### src/design/sbl_pkg.sv
// shared types and constants for the sobel edge magnitude block
`default_nettype none

package sbl_pkg;

    localparam int MAX_WIDTH_DEF = 1024;

    localparam int PIX_W      = 8;
    localparam int LINE_W     = 2 * PIX_W;
    localparam int WREG_W     = 11;
    localparam int HREG_W     = 16;
    localparam int COL_W      = 10;
    localparam int ROW_W      = 16;
    localparam int ABS_W      = 10;
    localparam int SUMSQ_W    = 21;
    localparam int ROOT_W     = 17;
    localparam int ROOT_STEPS = 8;
    localparam int IN_TDATA_W  = 8;
    localparam int OUT_TDATA_W = 40;
    localparam int APB_AW     = 3;
    localparam int APB_DW     = 32;

    localparam logic [WREG_W-1:0] WIDTH_RESET  = 11'd640;
    localparam logic [HREG_W-1:0] HEIGHT_RESET = 16'd480;
    localparam logic [PIX_W-1:0]  MAG_SAT      = 8'd255;
    localparam logic [SUMSQ_W-1:0] ROOT_LIMIT  = 21'd65536;
    localparam logic [ROOT_W-1:0]  ROOT_BIT0   = 17'h04000;

    // register index, taken from paddr[2]
    localparam logic REG_IMAGE_WIDTH  = 1'b0;
    localparam logic REG_IMAGE_HEIGHT = 1'b1;

    typedef enum logic [2:0] {
        ST_IDLE,
        ST_READ,
        ST_UPDATE,
        ST_CALC,
        ST_OUT
    } t_state;

    typedef enum logic [1:0] {
        SQ_IDLE,
        SQ_SUM,
        SQ_ITER,
        SQ_DONE
    } t_sq_state;

    typedef struct packed {
        logic             start;
        logic [ABS_W-1:0] ax;
        logic [ABS_W-1:0] ay;
    } t_sq_req;

    typedef struct packed {
        logic             done;
        logic [PIX_W-1:0] mag;
    } t_sq_rsp;

endpackage

`default_nettype wire

### src/design/sbl_isqrt.sv
// squares the two gradients and takes the integer root two bits a step
`default_nettype none

module sbl_isqrt (
    input  wire logic             i_clk,
    input  wire logic             i_rst_n,
    input  wire sbl_pkg::t_sq_req i_req,
    output sbl_pkg::t_sq_rsp      o_rsp
);
    import sbl_pkg::*;

    t_sq_state           r_state, n_state;
    logic [ABS_W-1:0]    r_ax, r_ay;
    logic [ROOT_W-1:0]   r_v, r_res, r_bit;
    logic                r_sat;
    logic [2:0]          r_step;
    logic [SUMSQ_W-1:0]  sum_sq;
    logic [ROOT_W-1:0]   trial;
    logic                last_step;

    assign sum_sq    = SUMSQ_W'(r_ax) * SUMSQ_W'(r_ax) + SUMSQ_W'(r_ay) * SUMSQ_W'(r_ay);
    assign trial     = r_res + r_bit;
    assign last_step = (r_step == 3'(ROOT_STEPS - 1));

    always_comb begin
        n_state = r_state;
        case (r_state)
            SQ_IDLE: if (i_req.start) n_state = SQ_SUM;
            SQ_SUM:  n_state = SQ_ITER;
            SQ_ITER: if (last_step) n_state = SQ_DONE;
            SQ_DONE: n_state = SQ_IDLE;
            default: n_state = SQ_IDLE;
        endcase
    end

    always_comb begin
        o_rsp.done = (r_state == SQ_DONE);
        o_rsp.mag  = r_sat ? MAG_SAT : r_res[PIX_W-1:0];
    end

    always_ff @(posedge i_clk) begin
        if (!i_rst_n) begin
            r_state <= SQ_IDLE;
        end else begin
            r_state <= n_state;
        end
    end

    always_ff @(posedge i_clk) begin
        case (r_state)
            SQ_IDLE: begin
                if (i_req.start) begin
                    r_ax <= i_req.ax;
                    r_ay <= i_req.ay;
                end
            end
            SQ_SUM: begin
                r_sat  <= (sum_sq >= ROOT_LIMIT);
                r_v    <= ROOT_W'(sum_sq);
                r_res  <= '0;
                r_bit  <= ROOT_BIT0;
                r_step <= '0;
            end
            SQ_ITER: begin
                if (r_v >= trial) begin
                    r_v   <= r_v - trial;
                    r_res <= (r_res >> 1) + r_bit;
                end else begin
                    r_res <= r_res >> 1;
                end
                r_bit  <= r_bit >> 2;
                r_step <= r_step + 3'd1;
            end
            default: begin
            end
        endcase
    end

endmodule

`default_nettype wire

### config.mk
export PLATFORM = sky130hd
export DESIGN_NAME = sbl_isqrt
export DESIGN_NICKNAME = d
export VERILOG_FILES = /design/src/design/sbl_pkg.sv /design/src/design/sbl_isqrt.sv
export SDC_FILE = /design/constraint.sdc
export NUM_CORES = 1
export LEC_CHECK = 0
export ABC_AREA = 1
export BUFFER_PORTS_ARGS = -buffer_cell sky130_fd_sc_hd__buf_2
export CAP_MARGIN = 20
export CORE_MARGIN = 2
export CORE_UTILIZATION = 40
export DETAILED_ROUTE_END_ITERATION = 6
export HOLD_SLACK_MARGIN = 0.15
export PLACE_DENSITY = 0.54
export SYNTH_ARGS = -nofsm -noshare
export SYNTH_HDL_FRONTEND = slang
export SYNTH_SLANG_ARGS = --single-unit
### constraint.sdc
create_clock -name i_clk -period 5.9 [get_ports i_clk]
set_input_delay 0.59 -clock i_clk [delete_from_list [all_inputs] [get_ports i_clk]]
set_output_delay 0.59 -clock i_clk [all_outputs]
set_load 0.01 [all_outputs]
; ---- Word level (Yosys, flattened, before mapping)
; Index checks and enable logic that the tools add are counted.
[totals]
rom_bits = 0
mem_bits_rw = 0
wordCells = 39
latchBits = 0
memories = 0
ff_bits = 77
[classes]
bitwise = 0
add_sub_neg = 5
reduce_logical = 5
eq_ne = 7
muxes = 10
n_lt_le_gt_ge = 2
shift = 0
multipliers = 2
n_div = 0
[ops]
columns = op, n
row1 = $pmux W17 S2, 3
row2 = $mul A10 B10 Y20, 2
row3 = $mux W17, 2
row4 = $add A20 B20 Y21, 1
row5 = $ge A21 B17 Y1 const B, 1
row6 = $add A16 B17 Y17, 1
row7 = $add A17 B17 Y17, 1
row8 = $ge A17 B17 Y1, 1
row9 = $sub A17 B17 Y17, 1
row10 = $mux W8, 1
row11 = $pmux W2 S4, 1
row12 = $ne A2 B2 Y1 const B, 3
row13 = $pmux W3 S2, 1
row14 = $reduce_and A2 Y1, 3
row15 = $eq A2 B2 Y1 const B, 2
row16 = $mux W2, 2
row17 = $add A3 B1 Y3 const B, 1
row18 = $eq A3 B3 Y1 const B, 1
row19 = $eq A2 B1 Y1 const B, 1
row20 = $logic_not A2 Y1, 1
row21 = $reduce_bool A2 Y1, 1

; ---- Logic depth before layout (Yosys ltp)
; Gate-level depths: netlist of the first run.
[logic_depth]
depth_word = 4
ltp_mapped = 28

; ---- Least setup slack after synthesis of the first run
; OpenSTA, ideal clock, no wires.
[synth_timing]
kind = reg2reg
start = reg r_ax[2]
end = reg r_sat, data pin
required_time_ns = 5.646
setup_slack_ns = 0.121
path_stages_with_launch = 27
setup_ns = 0.254
arrival_ns = 5.525
path_cell_list = edfxtp_1 > clkbuf_1 > nand2_1 > fa_1 > inv_1 > fa_1 > inv_1 > fa_1 > inv_1 > fa_1 > fa_1 > fa_1 > inv_1 > fa_1 > inv_1 > ha_1 > nand2_1 > nor2_1 > inv_1 > nor2_1 > nand2_1 > nand2_1 > nand2_1 > nand2_1 > nand3_1 > nor2_1 > nand2_1
[synth_via]
elab_chain_len = 3
[synth_lines]
columns = element, line_no
row1 = from (decl), sbl_isqrt.sv:13  ; logic [ABS_W-1:0] r_ax, r_ay;
row2 = from (signal assigned), sbl_isqrt.sv:53  ; r_ax <= i_req.ax;
row3 = $mul A10 B10 Y20, sbl_isqrt.sv:21  ; assign sum_sq = SUMSQ_W'(r_ax) * SUMSQ_W'(r_ax) + SUMSQ_W'(r_ay) * SUMSQ_W'(r_ay);
row4 = $add A20 B20 Y21, sbl_isqrt.sv:21
row5 = $ge A21 B17 Y1, sbl_isqrt.sv:58  ; r_sat <= (sum_sq >= ROOT_LIMIT);
row6 = to (signal assigned), sbl_isqrt.sv:58
row7 = to (decl), sbl_isqrt.sv:15  ; logic r_sat;
; Every way passes these cells.
; A chain may end at the register's enable or synchronous reset.

; ---- Final worst setup path of the first run
[layout_timing]
start = reg r_ax[4]
end = reg r_v[14], data pin
[layout_via]
elab_chain_len = 3
[layout_lines]
columns = element, line_no
row1 = $mul A10 B10 Y20, sbl_isqrt.sv:21
row2 = $add A20 B20 Y21, sbl_isqrt.sv:21
row3 = $pmux W17 S2, sbl_isqrt.sv:50  ; case (r_state)
row4 = to (signal assigned), sbl_isqrt.sv:59  ; r_v <= ROOT_W'(sum_sq);
row5 = to (signal assigned), sbl_isqrt.sv:66  ; r_v <= r_v - trial;
row6 = to (decl), sbl_isqrt.sv:14  ; logic [ROOT_W-1:0] r_v, r_res, r_bit;
; Every way passes these cells.

==> results.toml, run 1 <==
[grt]
grt_max_degree = 29
antenna_found_initial = 1
overflow = 0
grt_pass1_vias = 9102
grt_use_total_pct = 19.94
grt_pass1_wl_mm = 45.44

[critical_path]
critPathTopFamily = "adder cells"
arrival_ps = 5900
crit_path_top_delay_cell = "fa_1"
critPathCaptureType = "register"
critPathRequiredTime_ps = 6000
worstSetupPathType = "register to register"
path_buf_inv = 5
start_kind = "register"
path_max_fanout = 4
slowest_delay_ps = 530
path_common_cell = "fa_1"
path_cells = "nand2_1, inv_1, fa_1, fa_1, inv_2, fa_1, inv_1, fa_1, fa_1, fa_1, inv_1, fa_1, inv_2, ha_4, nand2_4, nor2_1, nand3_1, a21oi_1, o21ai_0, nand3b_1, nand2_1"

[clocking]
holdBufCountCts = 0
path_clk_slew_ps = 70
cts_buffers = 9
clock_path_buffers = 2
cts_root_buf = "clkbuf_16"
htree_num_levels = 3
cts_tree = "built"
clock_latency_ps = 350
cts.sinks = 68

[place]
dpl_cell_area_um2 = 11830
dp_hpwl_mm = 22.16
gp_congestion = 0.8621
portBuffers = 31
dp.cells = 1795

[timing]
clock_skew_ps = 11.25
fin_crit_sh_pct = 98.29
slew_violations = 0
worst_pin_slew_ps = 826.8
grt_setup_unrepaired = "true"
fmax_ghz = 0.1724
final_hold_viol_count = 0
whs_ps = 410.4
min_period_ps = 5799
finalSetupViolations = 0
slew_headroom_pct = 44.88

[hold_path]
hp-class = "input pin to register"

[drt]
wl_per_cell_um = 14.66
wl_mm = 26.82
viasPerCell = 4.811
vias = 8800
firstDrtPassIters = 7
postRouteAntennaNets = 0
remaining_drc_errors = 0
dr.first_iter.drc_count = 490

[job]
cap_violations = 0

[finish]
syn2layout_area_growth_pct = 14.20
fin_util_pct = 46.60
final_cell_area_um2 = 12560
nets = 1767
antennaDiodeCount = 0
drive_above_1_share_pct = 13.44
instances_no_fill = 1829

[floorplanning]
dieArea_um2 = 28840
rows = 60
die_h_um = 169.8
core_region_area_um2 = 26950
initial_core_util_pct = 40.81
ios = 32
die_x_um = 169.8

[logic_synthesis]
synth-seq-cells = 68
syn_nets = 1688
synth.yosys.seq_area_share_pct = 18.38
syn-instance-count = 1404
postSynthAreaPerCell_um2 = 7.833
async_flop_share_pct = 0
synth_warnings = 0
synth.distinct_cells = 40
synth_area_um2 = 11000
synth_edf_count = 66
synth_ff_type = "edfxtp_1"

[run_status]
status = "finished, final reports clean"
## cells by family after synthesis
logic type	Yosys count	share of synthesized area [%]
AOI/OAI and AO/OA	124	6.348
xor gates and xnor gates	40	3.185
adders and majority gates	261	38.57
buffers and inverters	375	12.97
DFF	68	18.38
and+or+nand+nor	536	20.55
## synthesized netlist by cell type (2+ instances only)
library cell  instances  area share (%)
o21ai_1              11            0.50
o21a_1                2            0.14
nand2_4               2            0.20
o21ai_0              40             1.8
nand4_1              11            0.63
and2_1                3            0.17
ha_1                131              15
edfxtp_1             66              18
fa_1                130              24
nand2_1             339              12
nand2_2              11            0.63
xor2_1               23             1.8
a21boi_0              2            0.14
clkbuf_1             25            0.85
a21o_1                3            0.20
nor2_1               78             2.7
o21bai_1              7            0.48
buf_1                 4            0.14
nor3_1               10            0.46
or2_2                 4            0.23
a21oi_1              47             2.1
dfxtp_1               2            0.36
a21oi_2               8            0.64
xnor2_1              17             1.4
nand3b_1              6            0.41
buf_6                 2            0.20
inv_1               342              12
nand3_1              66             3.0
## layer usage
metal  track usage (%)  share of wire, %  up-vias
met5                 0             0.048        -
met4             4.534               1.2        2
met3             2.047               3.5       23
met2             32.48                45      146
met1             28.76                50     4167
li1                  -                 -     4462
## metrics by stage
| stage | setup TNS (ps) | setup slack, ps |
|---|---|---|
| final | 0 | 100.9 |
| after global routing | -380.0 | -120.2 |
| after CTS | 0 | 15.94 |
| after detailed placement | -100.5 | -47.51 |
| after global placement | 0 | 74.94 |
| after floorplan | 0 | 120.9 |
## cell usage in the layout, fill, tap and decap left out, types with 30 or more instances in the layout
master / Yosys / routed
inv_1: 342 / 334
nand2_1: 339 / 319
fa_1: 130 / 128
ha_1: 131 / 120
nor2_1: 78 / 74
edfxtp_1: 66 / 66
nand3_1: 66 / 64
buf_4: 0 / 64
a21oi_1: 47 / 41
o21ai_0: 40 / 36
buf_2: 1 / 33
nand2_2: 11 / 30
## sequential cells by signal, summed over array words and instances, names as in the netlist
name and flops:
r_res 17, r_v 17, r_ax 10, r_ay 10, r_bit 8, r_step 3, r_state 2, r_sat 1
## path summary, 6_finish.rpt
path,start,to,slack (ps),cells after the start
worst max register to register,r_ax[4],r_v[14],100,21
worst max-delay path,r_ax[4],r_v[14],100,21
worst min-delay path,i_req[2],r_ay[2],410,1
worst min register to register,r_step[0],r_step[0],570,1
## cell type report
| type | count | area [µm²] |
|---|---|---|
| sequential | 68 | 2022 |
| clock buffer | 10 | 229.0 |
| timing repair buffer | 100 | 679.4 |
| tap | 341 | 426.7 |
| clock inverter | 6 | 112.6 |
| multi-input combinational | 961 | 7800 |
| fill | 2667 | 14390 |
| inverter | 343 | 1290 |
## what timing repair did
action,CTS,global route
setup buffers,2,16
endpoints found under the setup margin,4,11
resized for setup,2,67
gates cloned,0,0
pin swaps,2,37
Power of run 1 is not shown: default switching activity piles up to over one toggle a cycle in this logic, so the estimate is an artifact.
==> run 2: changes to the inputs <==
--- a/config.mk
+++ b/config.mk
@@ -8,10 +8,12 @@
 export ABC_AREA = 1
 export BUFFER_PORTS_ARGS = -buffer_cell sky130_fd_sc_hd__buf_2
 export CAP_MARGIN = 20
-export CORE_MARGIN = 2
+export CORE_MARGIN = 3
 export CORE_UTILIZATION = 40
 export DETAILED_ROUTE_END_ITERATION = 6
+export GPL_TIMING_DRIVEN = 0
 export HOLD_SLACK_MARGIN = 0.15
+export MAX_ROUTING_LAYER = met4
 export PLACE_DENSITY = 0.54
 export SYNTH_ARGS = -nofsm -noshare
 export SYNTH_HDL_FRONTEND = slang
==> results.toml, run 2 (synthesis gave the netlist of run 1 again) <==
[critical_path]
critPathRequiredTime_ps = 6000
critPathCaptureType = "register"
crit-reg2reg-launch = "r_ax[5]"
rrSetupSlack_ps = 10
worstSetupPathType = "register to register"
start_kind = "register"
path_max_fanout = 6
arrival_ps = 5990
r2r-end = "r_sat"
reg2reg_depth = 22

[clocking]
cts_root_buf = "clkbuf_16"
path_clk_slew_ps = 70
holdBufCountCts = 0
clock_latency_ps = 350
cts_buffers = 9
clock_path_buffers = 2
htree_num_levels = 3
cts_tree = "built"
cts.sinks = 68

[timing]
clock_skew_ps = 12.24
whs_ps = 408.6
fmax_ghz = 0.1698
slew_violations = 0
final_hold_viol_count = 0
finalSetupViolations = 0
worst_pin_slew_ps = 796.7
fin_crit_sh_pct = 99.81
grt_setup_unrepaired = "true"
min_period_ps = 5889
slew_headroom_pct = 46.76

[grt]
grt_use_total_pct = 19.37
grt_pass1_wl_mm = 44.16
overflow = 0
antenna_found_initial = 0
grt_max_degree = 21
grt_pass1_vias = 8770

[floorplanning]
initial_core_util_pct = 40.81
dieArea_um2 = 29520
core_region_area_um2 = 26950
rows = 60
ios = 32
die_h_um = 171.8
die_x_um = 171.8

[hold_path]
hp-class = "input pin to register"
min_from = "i_req[1]"
hold_path_depth = 1
whs_endpoint = "r_ay[1]"

[run_status]
status = "finished, final reports clean"

[drt]
postRouteAntennaNets = 0
wl_per_cell_um = 14.48
highest_layer = "met4"
firstDrtPassIters = 6
met3_length_mm = 1.242
remaining_drc_errors = 0
wl_mm = 26.31
dr.first_iter.drc_count = 532
dr_wl_met2_mm = 11.51
viasPerCell = 4.833
vias = 8782
wl_met1_mm = 13.31

[finish]
reg.largest.list = "r_res: 17 flops, r_v: 17 flops"
layout_commonest_cell = "inv_1"
antennaDiodeCount = 0
nets = 1755
drive_above_1_share_pct = 11.72
syn2layout_area_growth_pct = 13.40
final_cell_mix = "inv_1 (332), nand2_1 (324), fa_1 (128)"

[place]
dp_hpwl_mm = 21.17
portBuffers = 31
gp_congestion = 0.9010

[job]
cap_violations = 0
[run 2: cell count changes in the layout (fill, tap and decap cells not counted), moves of 4 or more]
cell      previous run  this run
buf_4               64        31
clkbuf_1             1         6
nand2_1            319       324
nand2_2             30        25
buf_1                0         4
clkbuf_8             0         4
ha_1               120       124
[run 2: worst max-delay path: stages, from the launching register on]
cell      delay (ps)
edfxtp_1         530
buf_4            230
nand2_1          120
inv_1             80
ha_1             310
xnor2_2          170
fa_1             460
fa_1             520
fa_1             490
fa_1             490
fa_1             490
inv_1             40
ha_1             270
ha_1             380
nand2_1          160
nor2_2           150
inv_1             80
nor2_1           150
nand3_1          170
nand4_1          130
nand2_1           50
nor2_1           100
nand2_1           70
[run 2: repair_timing]
action                     4_1_cts  5_1_grt
gates resized for setup         40       44
pin swaps                        7       29
setup buffers                   18       16
setup endpoints to repair       10       11
[run 2: cell type report]
type | instances | area [µm²]
plain buffers | 21 | 162.7
clock buffers | 10 | 229.0
clock inverters | 6 | 137.6
fillers | 2683 | 14480
inverters | 343 | 1290
multi-input cells | 961 | 7732
flip-flops and latches | 68 | 2022
well taps | 341 | 426.7
repair buffers | 67 | 471.7
[run 2: how the worst max path moves through the flow]
stage | slack (ps) | end | startpoint
global route | -300 | r_sat | r_ax[7]
detailed placement | -510 | r_sat | r_ax[5]
floorplan | 120 | r_sat | r_ax[2]
global placement | -490 | r_sat | r_ax[5]
finish | 10 | r_sat | r_ax[5]
CTS | 0.3 | r_sat | r_ay[5]
[run 2: per-stage QoR]
step           setup TNS, ps  cell area [µm²]  setup slack, ps  instances  utilization [%]
2_1_floorplan              0            11000            120.9       1404                -
3_3_place_gp           -2679            11580           -487.9       1776            42.97
3_5_place_dp           -3039            11610           -507.4       1777            43.07
4_1_cts                    0            12230           0.2913       1800            45.38
5_1_grt                -1172            12470           -297.7       1817            46.28
6_report                   0            12470            11.01       1817            46.28
[run 2: routing by layer]
layer	GRT usage (%)	vias to the layer above
met2	29.71	175
met5	-	-
li1	-	4441
met1	28.02	4148
met4	3.124	0
met3	2.643	18
Power of run 2 is left out for the same reason.
